<file path="src/hw/rtl/assert_macros.svh">
// ----------------------------------------------------------------------------
// assert_macros: concurrent assertion helpers for the block statistics unit
// assertions compile away when SYNTH is defined
// ----------------------------------------------------------------------------
`ifndef ASSERT_MACROS_SVH
`define ASSERT_MACROS_SVH
`ifndef SYNTH
// checked only while out of reset
`define ASSERT_CLKD(lbl, clk, rstn, prop, msg) \
  lbl: assert property (@(posedge clk) disable iff (!(rstn)) prop) else $error(msg);
// checked on every edge, reset included
`define ASSERT_ALWAYS(lbl, clk, prop, msg) \
  lbl: assert property (@(posedge clk) prop) else $error(msg);
`else
`define ASSERT_CLKD(lbl, clk, rstn, prop, msg)
`define ASSERT_ALWAYS(lbl, clk, prop, msg)
`endif
`endif

</file>
<file path="src/hw/rtl/bmms_pkg.sv">
// ----------------------------------------------------------------------------
// bmms_pkg: shared constants of the block statistics unit
// default widths and the fixed widths of the register and count ports
// ----------------------------------------------------------------------------
`default_nettype none

package bmms_pkg;

  localparam int SAMPLE_BITS_DEF = 12;
  localparam int COUNT_BITS_DEF  = 16;
  // block_length register and samples_used field are fixed at 16 bits
  localparam int CFG_BITS        = 16;
  localparam int USED_BITS       = 16;
  localparam int LEN_RESET       = 32;

endpackage

`default_nettype wire

</file>
<file path="src/hw/rtl/bmms_if.sv">
// ----------------------------------------------------------------------------
// bmms_if: valid/ready channels of the block statistics unit
// sample input, statistics result and block length configuration
// ----------------------------------------------------------------------------
`default_nettype none

interface bmms_in_if #(
  parameter int SAMPLE_BITS = bmms_pkg::SAMPLE_BITS_DEF
);
  logic                   valid;
  logic                   ready;
  logic [SAMPLE_BITS-1:0] sample;

  modport source (output valid, output sample, input ready);
  modport sink   (input valid, input sample, output ready);
endinterface

interface bmms_out_if #(
  parameter int SAMPLE_BITS = bmms_pkg::SAMPLE_BITS_DEF
);
  logic                           valid;
  logic                           ready;
  logic [SAMPLE_BITS-1:0]         last_sample;
  logic [SAMPLE_BITS-1:0]         mean_value;
  logic [SAMPLE_BITS-1:0]         min_value;
  logic [SAMPLE_BITS-1:0]         max_value;
  logic [bmms_pkg::USED_BITS-1:0] samples_used;

  modport source (output valid, output last_sample, output mean_value, output min_value,
                  output max_value, output samples_used, input ready);
  modport sink   (input valid, input last_sample, input mean_value, input min_value,
                  input max_value, input samples_used, output ready);
endinterface

interface bmms_cfg_if;
  logic                          valid;
  logic                          ready;
  logic [bmms_pkg::CFG_BITS-1:0] data;

  modport source (output valid, output data, input ready);
  modport sink   (input valid, input data, output ready);
endinterface

`default_nettype wire

</file>
<file path="src/hw/rtl/bmms_accum.sv">
// ----------------------------------------------------------------------------
// bmms_accum: running sum, count, minimum and maximum of the current block
// holds the block length register and flags the sample that closes a block
// ----------------------------------------------------------------------------
`default_nettype none
`include "assert_macros.svh"

module bmms_accum #(
  parameter int SAMPLE_BITS = bmms_pkg::SAMPLE_BITS_DEF,
  parameter int COUNT_BITS  = bmms_pkg::COUNT_BITS_DEF
) (
  input  wire logic                              clk,
  input  wire logic                              rst_n,
  input  wire logic                              cfg_we,
  input  wire logic [bmms_pkg::CFG_BITS-1:0]     cfg_data,
  input  wire logic                              acc_en,
  input  wire logic [SAMPLE_BITS-1:0]            sample,
  output logic                                   blk_done,
  output logic [SAMPLE_BITS+COUNT_BITS-1:0]      blk_sum,
  output logic [COUNT_BITS-1:0]                  blk_used,
  output logic [SAMPLE_BITS-1:0]                 blk_min,
  output logic [SAMPLE_BITS-1:0]                 blk_max
);

  localparam int SUM_BITS = SAMPLE_BITS + COUNT_BITS;
  localparam int LEN_MAX  = (1 << COUNT_BITS) - 2;
  localparam int LEN_RST  = (bmms_pkg::LEN_RESET > LEN_MAX) ? LEN_MAX : bmms_pkg::LEN_RESET;

  logic [COUNT_BITS-1:0]  len_r, len_nxt;
  logic [SUM_BITS-1:0]    sum_r, sum_nxt;
  logic [COUNT_BITS-1:0]  cnt_r, cnt_nxt;
  logic [SAMPLE_BITS-1:0] min_r, min_nxt;
  logic [SAMPLE_BITS-1:0] max_r, max_nxt;

  // clamp the written length into 1..LEN_MAX
  always_comb begin
    if (cfg_data == '0) begin
      len_nxt = COUNT_BITS'(1);
    end else if (cfg_data > bmms_pkg::CFG_BITS'(LEN_MAX)) begin
      len_nxt = COUNT_BITS'(LEN_MAX);
    end else begin
      len_nxt = COUNT_BITS'(cfg_data);
    end
  end

  // first sample of a block loads both extremes
  always_comb begin
    sum_nxt = sum_r + SUM_BITS'(sample);
    cnt_nxt = cnt_r + 1'b1;
    if (cnt_r == '0) begin
      min_nxt = sample;
      max_nxt = sample;
    end else begin
      min_nxt = (sample < min_r) ? sample : min_r;
      max_nxt = (sample > max_r) ? sample : max_r;
    end
  end

  assign blk_done = acc_en && (cnt_nxt >= len_r);
  assign blk_sum  = sum_nxt;
  assign blk_used = cnt_nxt;
  assign blk_min  = min_nxt;
  assign blk_max  = max_nxt;

  always_ff @(posedge clk) begin
    if (!rst_n) begin
      len_r <= COUNT_BITS'(LEN_RST);
      sum_r <= '0;
      cnt_r <= '0;
      min_r <= '0;
      max_r <= '0;
    end else begin
      if (cfg_we) begin
        len_r <= len_nxt;
      end
      if (blk_done) begin
        sum_r <= '0;
        cnt_r <= '0;
        min_r <= '0;
        max_r <= '0;
      end else if (acc_en) begin
        sum_r <= sum_nxt;
        cnt_r <= cnt_nxt;
        min_r <= min_nxt;
        max_r <= max_nxt;
      end
    end
  end

  `ASSERT_CLKD(a_len_range, clk, rst_n, (len_r != '0) && (len_r <= COUNT_BITS'(LEN_MAX)), "block length out of range")
  `ASSERT_CLKD(a_cnt_no_wrap, clk, rst_n, cnt_r != '1, "sample count reached its wrap value")
  `ASSERT_CLKD(a_clear_after_done, clk, rst_n, blk_done |=> (cnt_r == '0) && (sum_r == '0), "block state not cleared after closing beat")

endmodule

`default_nettype wire

</file>
<file path="src/hw/rtl/bmms_div.sv">
// ----------------------------------------------------------------------------
// bmms_div: restoring divider for the block mean
// one compare and subtract per cycle, one quotient bit per step
// ----------------------------------------------------------------------------
`default_nettype none
`include "assert_macros.svh"

module bmms_div #(
  parameter int SAMPLE_BITS = bmms_pkg::SAMPLE_BITS_DEF,
  parameter int COUNT_BITS  = bmms_pkg::COUNT_BITS_DEF
) (
  input  wire logic                              clk,
  input  wire logic                              rst_n,
  input  wire logic                              start,
  input  wire logic [SAMPLE_BITS+COUNT_BITS-1:0] dividend,
  input  wire logic [COUNT_BITS-1:0]             divisor,
  output logic                                   done,
  output logic [SAMPLE_BITS-1:0]                 quotient
);

  localparam int SUM_BITS = SAMPLE_BITS + COUNT_BITS;
  localparam int STEP_W   = $clog2(SAMPLE_BITS);

  logic                   busy_r;
  logic                   done_r;
  logic [STEP_W-1:0]      step_r;
  logic [SUM_BITS-1:0]    rem_r;
  logic [SUM_BITS-1:0]    dsh_r;
  logic [COUNT_BITS-1:0]  dvs_r;
  logic [SAMPLE_BITS-1:0] quo_r;
  logic                   ge;
  logic [SUM_BITS-1:0]    diff;

  // quotient fits SAMPLE_BITS since the sum never exceeds used * max sample
  assign ge   = rem_r >= dsh_r;
  assign diff = rem_r - dsh_r;

  always_ff @(posedge clk) begin
    if (!rst_n) begin
      busy_r <= 1'b0;
      done_r <= 1'b0;
    end else begin
      done_r <= busy_r && (step_r == '0);
      if (start) begin
        busy_r <= 1'b1;
      end else if (busy_r && (step_r == '0)) begin
        busy_r <= 1'b0;
      end
    end
  end

  always_ff @(posedge clk) begin
    if (start) begin
      rem_r  <= dividend;
      dsh_r  <= SUM_BITS'({divisor, {(SAMPLE_BITS-1){1'b0}}});
      dvs_r  <= divisor;
      quo_r  <= '0;
      step_r <= STEP_W'(SAMPLE_BITS-1);
    end else if (busy_r) begin
      if (ge) begin
        rem_r <= diff;
      end
      quo_r  <= {quo_r[SAMPLE_BITS-2:0], ge};
      dsh_r  <= dsh_r >> 1;
      step_r <= step_r - 1'b1;
    end
  end

  assign done     = done_r;
  assign quotient = quo_r;

  `ASSERT_CLKD(a_start_idle, clk, rst_n, start |-> !busy_r, "divide started while busy")
  `ASSERT_CLKD(a_rem_below_dvs, clk, rst_n, done_r |-> (rem_r < SUM_BITS'(dvs_r)), "remainder not below divisor at end of divide")
  `ASSERT_CLKD(a_done_after_busy, clk, rst_n, done_r |-> $past(busy_r) && !busy_r, "done without a divide in flight")

endmodule

`default_nettype wire

</file>
<file path="src/hw/rtl/block_min_max_mean_stats.sv">
// ----------------------------------------------------------------------------
// block_min_max_mean_stats: per-block mean, minimum and maximum of ADC samples
// a sample that does not close a block is taken while ready stays high
// the closing beat drops ready; the divider works out the mean one quotient bit
// per cycle, the result is registered and ready returns once it moves to the
// output, and later still while an earlier result waits at the output
// synchronous active-low reset: block state cleared, block length 32
// ----------------------------------------------------------------------------
`default_nettype none
`include "assert_macros.svh"

module block_min_max_mean_stats #(
  parameter int SAMPLE_BITS = bmms_pkg::SAMPLE_BITS_DEF,
  parameter int COUNT_BITS  = bmms_pkg::COUNT_BITS_DEF
) (
  input  wire logic   clk,
  input  wire logic   rst_n,
  bmms_in_if.sink     in_ch,
  bmms_out_if.source  out_ch,
  bmms_cfg_if.sink    cfg_ch
);

  localparam int SUM_BITS = SAMPLE_BITS + COUNT_BITS;

  typedef enum logic [2:0] {
    ST_IDLE = 3'b001,
    ST_DIV  = 3'b010,
    ST_PUSH = 3'b100
  } state_t;

  state_t                 state_r, state_nxt;
  logic                   in_beat;
  logic                   out_free;
  logic                   blk_done;
  logic [SUM_BITS-1:0]    blk_sum;
  logic [COUNT_BITS-1:0]  blk_used;
  logic [SAMPLE_BITS-1:0] blk_min;
  logic [SAMPLE_BITS-1:0] blk_max;
  logic                   div_done;
  logic [SAMPLE_BITS-1:0] div_quo;

  logic [SAMPLE_BITS-1:0] last_r, min_r, max_r;
  logic [COUNT_BITS-1:0]  used_r;

  logic                           out_valid_r;
  logic [SAMPLE_BITS-1:0]         out_last_r, out_mean_r, out_min_r, out_max_r;
  logic [bmms_pkg::USED_BITS-1:0] out_used_r;

  assign in_ch.ready  = (state_r == ST_IDLE);
  assign cfg_ch.ready = 1'b1;
  assign in_beat      = in_ch.valid && in_ch.ready;
  assign out_free     = !out_valid_r || out_ch.ready;

  bmms_accum #(
    .SAMPLE_BITS (SAMPLE_BITS),
    .COUNT_BITS  (COUNT_BITS)
  ) u_accum (
    .clk      (clk),
    .rst_n    (rst_n),
    .cfg_we   (cfg_ch.valid),
    .cfg_data (cfg_ch.data),
    .acc_en   (in_beat),
    .sample   (in_ch.sample),
    .blk_done (blk_done),
    .blk_sum  (blk_sum),
    .blk_used (blk_used),
    .blk_min  (blk_min),
    .blk_max  (blk_max)
  );

  bmms_div #(
    .SAMPLE_BITS (SAMPLE_BITS),
    .COUNT_BITS  (COUNT_BITS)
  ) u_div (
    .clk      (clk),
    .rst_n    (rst_n),
    .start    (blk_done),
    .dividend (blk_sum),
    .divisor  (blk_used),
    .done     (div_done),
    .quotient (div_quo)
  );

  always_comb begin
    state_nxt = state_r;
    case (state_r)
      ST_IDLE: begin
        if (blk_done) begin
          state_nxt = ST_DIV;
        end
      end
      ST_DIV: begin
        if (div_done) begin
          state_nxt = ST_PUSH;
        end
      end
      ST_PUSH: begin
        if (out_free) begin
          state_nxt = ST_IDLE;
        end
      end
      default: state_nxt = ST_IDLE;
    endcase
  end

  always_ff @(posedge clk) begin
    if (!rst_n) begin
      state_r     <= ST_IDLE;
      out_valid_r <= 1'b0;
    end else begin
      state_r <= state_nxt;
      if ((state_r == ST_PUSH) && out_free) begin
        out_valid_r <= 1'b1;
      end else if (out_ch.ready) begin
        out_valid_r <= 1'b0;
      end
    end
  end

  // snapshot of the closed block while the mean is worked out
  always_ff @(posedge clk) begin
    if (blk_done) begin
      last_r <= in_ch.sample;
      min_r  <= blk_min;
      max_r  <= blk_max;
      used_r <= blk_used;
    end
    if ((state_r == ST_PUSH) && out_free) begin
      out_last_r <= last_r;
      out_mean_r <= div_quo;
      out_min_r  <= min_r;
      out_max_r  <= max_r;
      out_used_r <= bmms_pkg::USED_BITS'(used_r);
    end
  end

  assign out_ch.valid        = out_valid_r;
  assign out_ch.last_sample  = out_last_r;
  assign out_ch.mean_value   = out_mean_r;
  assign out_ch.min_value    = out_min_r;
  assign out_ch.max_value    = out_max_r;
  assign out_ch.samples_used = out_used_r;

  `ASSERT_CLKD(a_done_in_div, clk, rst_n, div_done |-> (state_r == ST_DIV), "divider finished outside the divide state")
  `ASSERT_CLKD(a_close_to_div, clk, rst_n, blk_done |=> (state_r == ST_DIV), "closing beat did not start the divide")
  `ASSERT_CLKD(a_out_from_push, clk, rst_n, $rose(out_valid_r) |-> $past(state_r == ST_PUSH), "result shown without a finished block")

endmodule

`default_nettype wire

</file>
<file path="src/flat_wrapper.sv">
// flat-port wrapper written by rule: the top's interface ports become plain ports
module block_min_max_mean_stats_flat 
#(
  parameter int SAMPLE_BITS = bmms_pkg::SAMPLE_BITS_DEF,
  parameter int COUNT_BITS  = bmms_pkg::COUNT_BITS_DEF
)
  (clk, rst_n, in_ch_valid, in_ch_sample, in_ch_ready, out_ch_valid, out_ch_last_sample, out_ch_mean_value, out_ch_min_value, out_ch_max_value, out_ch_samples_used, out_ch_ready, cfg_ch_valid, cfg_ch_data, cfg_ch_ready);
  bmms_in_if #(.SAMPLE_BITS(SAMPLE_BITS)) in_ch_i ();
  bmms_out_if #(.SAMPLE_BITS(SAMPLE_BITS)) out_ch_i ();
  bmms_cfg_if cfg_ch_i ();
  input  wire logic clk;
  input  wire logic rst_n;
  input wire logic [$bits(in_ch_i.valid)-1:0] in_ch_valid;
  input wire logic [$bits(in_ch_i.sample)-1:0] in_ch_sample;
  output wire logic [$bits(in_ch_i.ready)-1:0] in_ch_ready;
  output wire logic [$bits(out_ch_i.valid)-1:0] out_ch_valid;
  output wire logic [$bits(out_ch_i.last_sample)-1:0] out_ch_last_sample;
  output wire logic [$bits(out_ch_i.mean_value)-1:0] out_ch_mean_value;
  output wire logic [$bits(out_ch_i.min_value)-1:0] out_ch_min_value;
  output wire logic [$bits(out_ch_i.max_value)-1:0] out_ch_max_value;
  output wire logic [$bits(out_ch_i.samples_used)-1:0] out_ch_samples_used;
  input wire logic [$bits(out_ch_i.ready)-1:0] out_ch_ready;
  input wire logic [$bits(cfg_ch_i.valid)-1:0] cfg_ch_valid;
  input wire logic [$bits(cfg_ch_i.data)-1:0] cfg_ch_data;
  output wire logic [$bits(cfg_ch_i.ready)-1:0] cfg_ch_ready;
  assign in_ch_i.valid = in_ch_valid;
  assign in_ch_i.sample = in_ch_sample;
  assign in_ch_ready = in_ch_i.ready;
  assign out_ch_valid = out_ch_i.valid;
  assign out_ch_last_sample = out_ch_i.last_sample;
  assign out_ch_mean_value = out_ch_i.mean_value;
  assign out_ch_min_value = out_ch_i.min_value;
  assign out_ch_max_value = out_ch_i.max_value;
  assign out_ch_samples_used = out_ch_i.samples_used;
  assign out_ch_i.ready = out_ch_ready;
  assign cfg_ch_i.valid = cfg_ch_valid;
  assign cfg_ch_i.data = cfg_ch_data;
  assign cfg_ch_ready = cfg_ch_i.ready;
  block_min_max_mean_stats #(.SAMPLE_BITS(SAMPLE_BITS), .COUNT_BITS(COUNT_BITS)) u_core (.clk(clk), .rst_n(rst_n), .in_ch(in_ch_i), .out_ch(out_ch_i), .cfg_ch(cfg_ch_i));
endmodule
</file>
<file path="config.mk">
export PLATFORM = sky130hd
export DESIGN_NAME = block_min_max_mean_stats_flat
export DESIGN_NICKNAME = d
export VERILOG_FILES = /design/src/hw/rtl/bmms_pkg.sv /design/src/hw/rtl/bmms_if.sv /design/src/hw/rtl/bmms_accum.sv /design/src/hw/rtl/bmms_div.sv /design/src/hw/rtl/block_min_max_mean_stats.sv /design/src/flat_wrapper.sv
export VERILOG_INCLUDE_DIRS = /design/src /design/src/hw/rtl
export SDC_FILE = /design/constraint.sdc
export NUM_CORES = 1
export LEC_CHECK = 0
export BUFFER_PORTS_ARGS = -buffer_cell sky130_fd_sc_hd__buf_2
export CELL_PAD_IN_SITES_DETAIL_PLACEMENT = 2
export CELL_PAD_IN_SITES_GLOBAL_PLACEMENT = 2
export CORE_MARGIN = 4
export CORE_UTILIZATION = 40
export DETAILED_ROUTE_END_ITERATION = 6
export GPL_ROUTABILITY_DRIVEN = 0
export MAX_ROUTING_LAYER = met4
export PLACE_DENSITY_LB_ADDON = 0.1
export RECOVER_POWER = 25
export SYNTH_ARGS = -nofsm -noshare
export SYNTH_HDL_FRONTEND = slang
export SYNTH_SLANG_ARGS = --single-unit
</file>
<file path="constraint.sdc">
create_clock -name clk -period 5.3 [get_ports clk]
set_clock_uncertainty 0.2 [all_clocks]
set_input_delay 0.265 -clock clk [delete_from_list [all_inputs] [get_ports clk]]
set_output_delay 0.265 -clock clk [all_outputs]
set_load 0.02 [all_outputs]
</file>
* Word-level counts from Yosys, hierarchy flattened
Index checks and enable logic that the tools add are counted.
Operators by class: add/subtract/negate cells 4, magnitude comparators 5, equality and inequality tests 6, mux-type cells 19, bitwise gates (word level) 1, reduce and logical (&&, ||, !) cells 16
Operators with widths (count):
- $mux 28 | 3
- $mux 27 | 2
- $mux 12 | 4
- $logic_not 16->1 | 2
- $mux 16 | 2
- $add 28x12->28 | 1
- $ge 28x27->1 | 1
- $sub 28x27->28 | 1
- $add 16x1->16 const B | 1
- $ge 16x16->1 | 1
- $gt 16x16->1 const B | 1
- $gt 12x12->1 | 1
- $lt 12x12->1 | 1
- $mux 3 | 3
- $pmux 3 s3 | 1
- $reduce_bool 2->1 | 4
- $logic_and 1x1->1 | 4
- $logic_not 4->1 | 1
- $mux 1 | 4
- $ne 2x2->1 const B | 2
- $sub 4x1->4 const B | 1
- $eq 3x1->1 const B | 1
- $eq 3x2->1 const B | 1
- $eq 3x3->1 const B | 1
- 7 further kinds | 7
Word-level totals: bits in registers 277, bits of input ports 33, output and inout bits 67, word-level logic and storage cells 74

* Depth between registers and ports, before layout
word-level depth 5, mapped depth 17, mapped depth without buffers 16

* Cells and area by module
A second synthesis with hierarchy kept.
Unflattened totals: cell total of the unflattened synthesis 1413, area total of the unflattened synthesis 14495.2 um2
By module, submodules not included:
- bmms_accum | instances 1, cells each 748, area each 5894.4 um2, sequential area each 1681.6 um2
- bmms_div | instances 1, cells each 526, area each 4906.0 um2, sequential area each 1901.8 um2
- block_min_max_mean_stats | instances 1, cells each 139, area each 3694.8 um2, sequential area each 3563.4 um2

* Least setup slack after synthesis
No wires, ideal clock.
kind reg2reg, start point reg u_core.u_accum.cnt_r[0], end point reg u_core.u_div.rem_r[0], enable pin, library setup time 0.453 ns, arrival time 3.364 ns, required time 4.647 ns, setup slack 1.283 ns, stages on the path, launching flop included 16, path buffers 2, period minus slack after synthesis 4.017 ns, cells stage by stage dfxtp_1 -> ha_1 -> and4_1 -> nand4_1 -> inv_1 -> nand3_1 -> nor2_1 -> xor2_1 -> ha_1 -> o21a_1 -> o21ai_0 -> nor2_1 -> a21oi_2 -> buf_2 -> buf_2 -> nand2_1
On the way: longest elaborated chain between the ends 5, elaborated cells between the ends (all ways) 6, those cells by class add/sub (1); order compare (1); reduce/logical (4)
Ends and longest elaborated chain:
- start: declaration | RTL line bmms_accum.sv:31 | logic [COUNT_BITS-1:0] cnt_r, cnt_nxt;
- start signal: assignment | RTL line bmms_accum.sv:83 | cnt_r <= cnt_nxt;
- $add 16x1->16 * | RTL line bmms_accum.sv:49 | cnt_nxt = cnt_r + 1'b1;
- via u_core.blk_used[14] | RTL line block_min_max_mean_stats.sv:36 | logic [COUNT_BITS-1:0] blk_used;
- $ge 16x16->1 * | RTL line bmms_accum.sv:59 | assign blk_done = acc_en && (cnt_nxt >= len_r);
- $logic_and 1x1->1 * | RTL line bmms_accum.sv:59
- $reduce_bool 2->1 (no line)
- $reduce_and 2->1 (no line) *
- end signal: assignment | RTL line bmms_div.sv:54 | rem_r <= dividend;
- end signal: assignment | RTL line bmms_div.sv:61 | rem_r <= diff;
- end: declaration | RTL line bmms_div.sv:27 | logic [SUM_BITS-1:0] rem_r;
Mark *: on every way through the listed nets, which the timed path passes. The rest lies on a longest branch. A chain may end at the register's enable or synchronous reset.

* Worst setup path in the final report
start point reg u_core.u_accum.cnt_r[0], end point reg u_core.u_div.dsh_r[23], enable pin
On the way: longest elaborated chain between the ends 4
Ends and longest elaborated chain:
- $add 16x1->16 | RTL line bmms_accum.sv:49
- via u_core.blk_used[14] | RTL line block_min_max_mean_stats.sv:36
- $ge 16x16->1 | RTL line bmms_accum.sv:59
- $logic_and 1x1->1 | RTL line bmms_accum.sv:59
- $reduce_bool 2->1 (no line)
- end signal: assignment | RTL line bmms_div.sv:55 | dsh_r <= SUM_BITS'({divisor, {(SAMPLE_BITS-1){1'b0}}});
- end signal: assignment | RTL line bmms_div.sv:64 | dsh_r <= dsh_r >> 1;
- end: declaration | RTL line bmms_div.sv:28 | logic [SUM_BITS-1:0] dsh_r;
The timed path passes the listed nets, and every way through them passes these cells.

==> summary.md <==
| Metric | Value |
|---|---|
| Outcome | finished clean |
| Max_cap viols | 0 |
| Setup slack, reg-to-reg | 0.45 ns |
| Hold crit path type | in2reg |
| Initial Utilization | 0.405 |
| Antenna viol nets, final | 0 |
| Die Height | 192 µm |
| Worst reg2reg startpoint | u_core.u_accum.cnt_r[0] |
| Clock transition at path regs | 0.06 ns |
| Power density over the cells | 365 nW/µm² |
| Vias per cell | 5.33 |
| Setup Fix Bufs, Post-CTS | 0 |
| Top FF cell, synth | edfxtp_1 |
| Synthesis warning total | 0 |
| Die width | 192 µm |
| Final net count | 1542 |
| H-tree depth | 1 |
| Worst-case clock buffer depth | 3 |
| DIE AREA | 36900 µm² |
| Total grt overflow | 0 |
| Synthesized area | 13600 µm² |
| Largest net degree at the start of global routing | 92 |
| Vias | 10100 |
| Dominant cell type by area after synthesis | edfxtp_1 |
| Critical path type | reg2reg |
| Synth area leaders | edfxtp_1 (35%), dfxtp_1 (17%), ha_1 (7.6%), nor2_1 (4.7%), mux2i_1 (4.1%) |
| Total track usage | 0.225 |
| Most common cell in the synthesized netlist | nor2_1 |
| Drt total wl | 40.1 mm |
| DR pass1 iterations | 4 |
| Layout fillers | 3511 |
| Critical Path Fanout Max | 25 |
| Setup_tns | 0 ns |
| Finished Layout Cells | 1898 |
| CTS Root Buffer Type | clkbuf_16 |
| CP startpoint kind | flip-flop |
| Worst-Margin Slew | 1.03 ns |
| Worst R2R Path Depth | 14 |
| Placed cell areas | 14600 µm² |
| Final Hold Fails | 0 |
| End point of the critical path | u_core.u_div.dsh_r[23] |
| Initial antenna violation count | 0 |
| DP HPWL | 26.9 mm |
| Vias in the first global route | 11300 |
| Post-synth net total | 1404 |
| Synth Instances | 1287 |
| Hold depth | 3 |
| Crit path time final | 4.85 ns |
| Crit path from | u_core.u_accum.cnt_r[0] |
| CP endpoint kind | flip-flop |
| FF+latch count, synth | 277 |
| Required @ worst endpoint | 5.23 ns |
| Highest clock rate | 206 MHz |
| GR peak layer | met2 |
| Slew HR | 0.310 |
| Seq/Total Area, Yosys | 0.527 |
| EDFF count, synth | 160 |
| First-pass GRT wire length | 64.2 mm |
| Share of the synthesized area in the top cell type | 0.354 |
| Ratio of cells with drive above 1 in the final layout | 0.0952 |
| # rows | 67 |
| WL per Instance | 21.1 µm |
| Crit path arrival time | 4.77 ns |
| Number of CTS-inserted buffers | 31 |
| Post-synth cell types | 67 |
| Met2 Resource Use GR | 0.413 |
| Fin crit share | 0.914 |
| Maximum vdd drop | 0.319 mV |
| Area growth from synthesis to layout | 17.2% |
| Final setup viols | 0 |
| CTS tree | built |
| Final slew viol count | 0 |
| Reg2reg end | u_core.u_div.dsh_r[23] |
| FFs w/ async S/R, synth | 0 |
| I/O pin cnt | 100 |
| Skew-Pair Late Insertion Delay | 0.56 ns |
| LEAKAGE | 6.18 nW |
| Residual DRC | 0 |
| Antenna diode instance count | 0 |
| Design area | 15900 µm² |
| Initial DRC Count | 309 |
| Fin Hold WS | 0.121 ns |
| Syn avg cell area | 10.5 µm² |
| Port bufs | 98 |
| Clock sinks | 277 |
| Core area | 33500 µm² |
| Met3 GRT Util | 0.0238 |
| Unrepaired setup endpoints after global routing | false |
| Post-synth top cells | nor2_1 (171), edfxtp_1 (160), dfxtp_1 (117) |
| M1 GR Usage | 0.265 |
| Fin util | 0.474 |
| Placed insts | 1801 |
final cells by class:
type | instances | area [µm²] | area share
flip-flops and latches | 277 | 7150 | 0.450
multi-input cells | 882 | 5930 | 0.373
repair buffers | 150 | 930 | 0.0585
clock buffers | 38 | 822 | 0.0517
well taps | 448 | 561 | 0.0353
inverters | 83 | 317 | 0.0199
clock inverters | 20 | 190 | 0.0120
kinds of logic after synthesis:
group	after synthesis	share of synthesized area
flops	277	0.527
compound gates	232	0.108
mux	75	0.0572
simple gates	399	0.133
xor+xnor	91	0.0587
fa+ha+maj	84	0.0786
buf+inv	128	0.0373
other cells	1	0.000276
routing by layer:
| layer | vias up | part of all wire | routed length [µm] |
|---|---|---|---|
| li1 | 4827 | - | - |
| met1 | 5054 | 0.42 | 16900 |
| met2 | 163 | 0.52 | 21000 |
| met3 | 66 | 0.029 | 1150 |
| met4 | 0 | 0.026 | 1050 |
| met5 | - | 0 | 0 |
sequential cells by signal, summed over array words and instances (netlist names), 4 cells and up:
signal                      count
u_core.u_accum.len_r           16
u_core.u_accum.sum_r           28
u_core.u_accum.min_r           12
u_core.u_div.quotient          12
u_core.out_ch.last_sample      12
u_core.max_r                   12
u_core.u_div.rem_r             28
u_core.u_div.dsh_r             27
u_core.out_ch.samples_used     16
u_core.out_ch.min_value        12
u_core.out_ch.max_value        12
u_core.last_r                  12
u_core.used_r                  16
u_core.min_r                   12
u_core.u_accum.cnt_r           16
u_core.out_ch.mean_value       12
u_core.u_accum.max_r           12
u_core.u_div.step_r             4
per-stage QoR:
stage                     setup WS, ns  power, mW
after global routing            0.0255       6.11
final                            0.454       5.80
after detailed placement         0.761       3.66
after floorplan                   1.28       3.33
after global placement            1.03       3.58
after CTS                        0.577       5.86
timing repair:
item	CTS	global route
hold endpoints to repair	68	0
setup endpoints to repair	0	1
resized for setup	0	1
hold buffers	39	0
worst min path at each step:
stage	from	to
detailed placement	u_core.max_r[0]	u_core.out_ch.max_value[0]
global route	cfg_ch_valid	u_core.u_accum.len_r[5]
finish	cfg_ch_valid	u_core.u_accum.len_r[5]
global placement	u_core.min_r[4]	u_core.out_ch.min_value[4]
floorplan	rst_n	u_core.state_r[0]
CTS	cfg_ch_valid	u_core.u_accum.len_r[5]
worst max-delay path: stages, from the launching register on:
cell,delay [ns]
dfxtp_1,0.49
ha_1,0.32
and4_1,0.34
nand4_1,0.22
inv_1,0.10
nand3_1,0.16
nor2_1,0.22
xor2_1,0.34
ha_1,0.34
o21a_1,0.20
o21ai_0,0.21
nor2_1,0.12
a21oi_4,0.25
buf_4,0.36
nand2b_1,0.53
placed cells by master, fill, tap and decap left out, types with 39 or more instances in the layout:
| cell type | count |
|---|---|
| a21oi_1 | 72 |
| buf_2 | 39 |
| clkbuf_1 | 64 |
| dfxtp_1 | 116 |
| dlygate4sd3_1 | 39 |
| edfxtp_1 | 160 |
| ha_1 | 82 |
| inv_1 | 80 |
| mux2i_1 | 55 |
| nand2_1 | 101 |
| nor2_1 | 170 |
| o21ai_0 | 55 |
| xnor2_1 | 60 |
where the power goes:
group | switching (mW) | internal, mW | leakage, nW | total (mW)
registers | 0.125 | 2.47 | 2.44 | 2.59
logic | 0.612 | 0.440 | 3.25 | 1.05
clock network | 0.908 | 1.25 | 0.494 | 2.16
total | 1.65 | 4.16 | 6.18 | 5.80
Power figures use the tool's default switching activity.
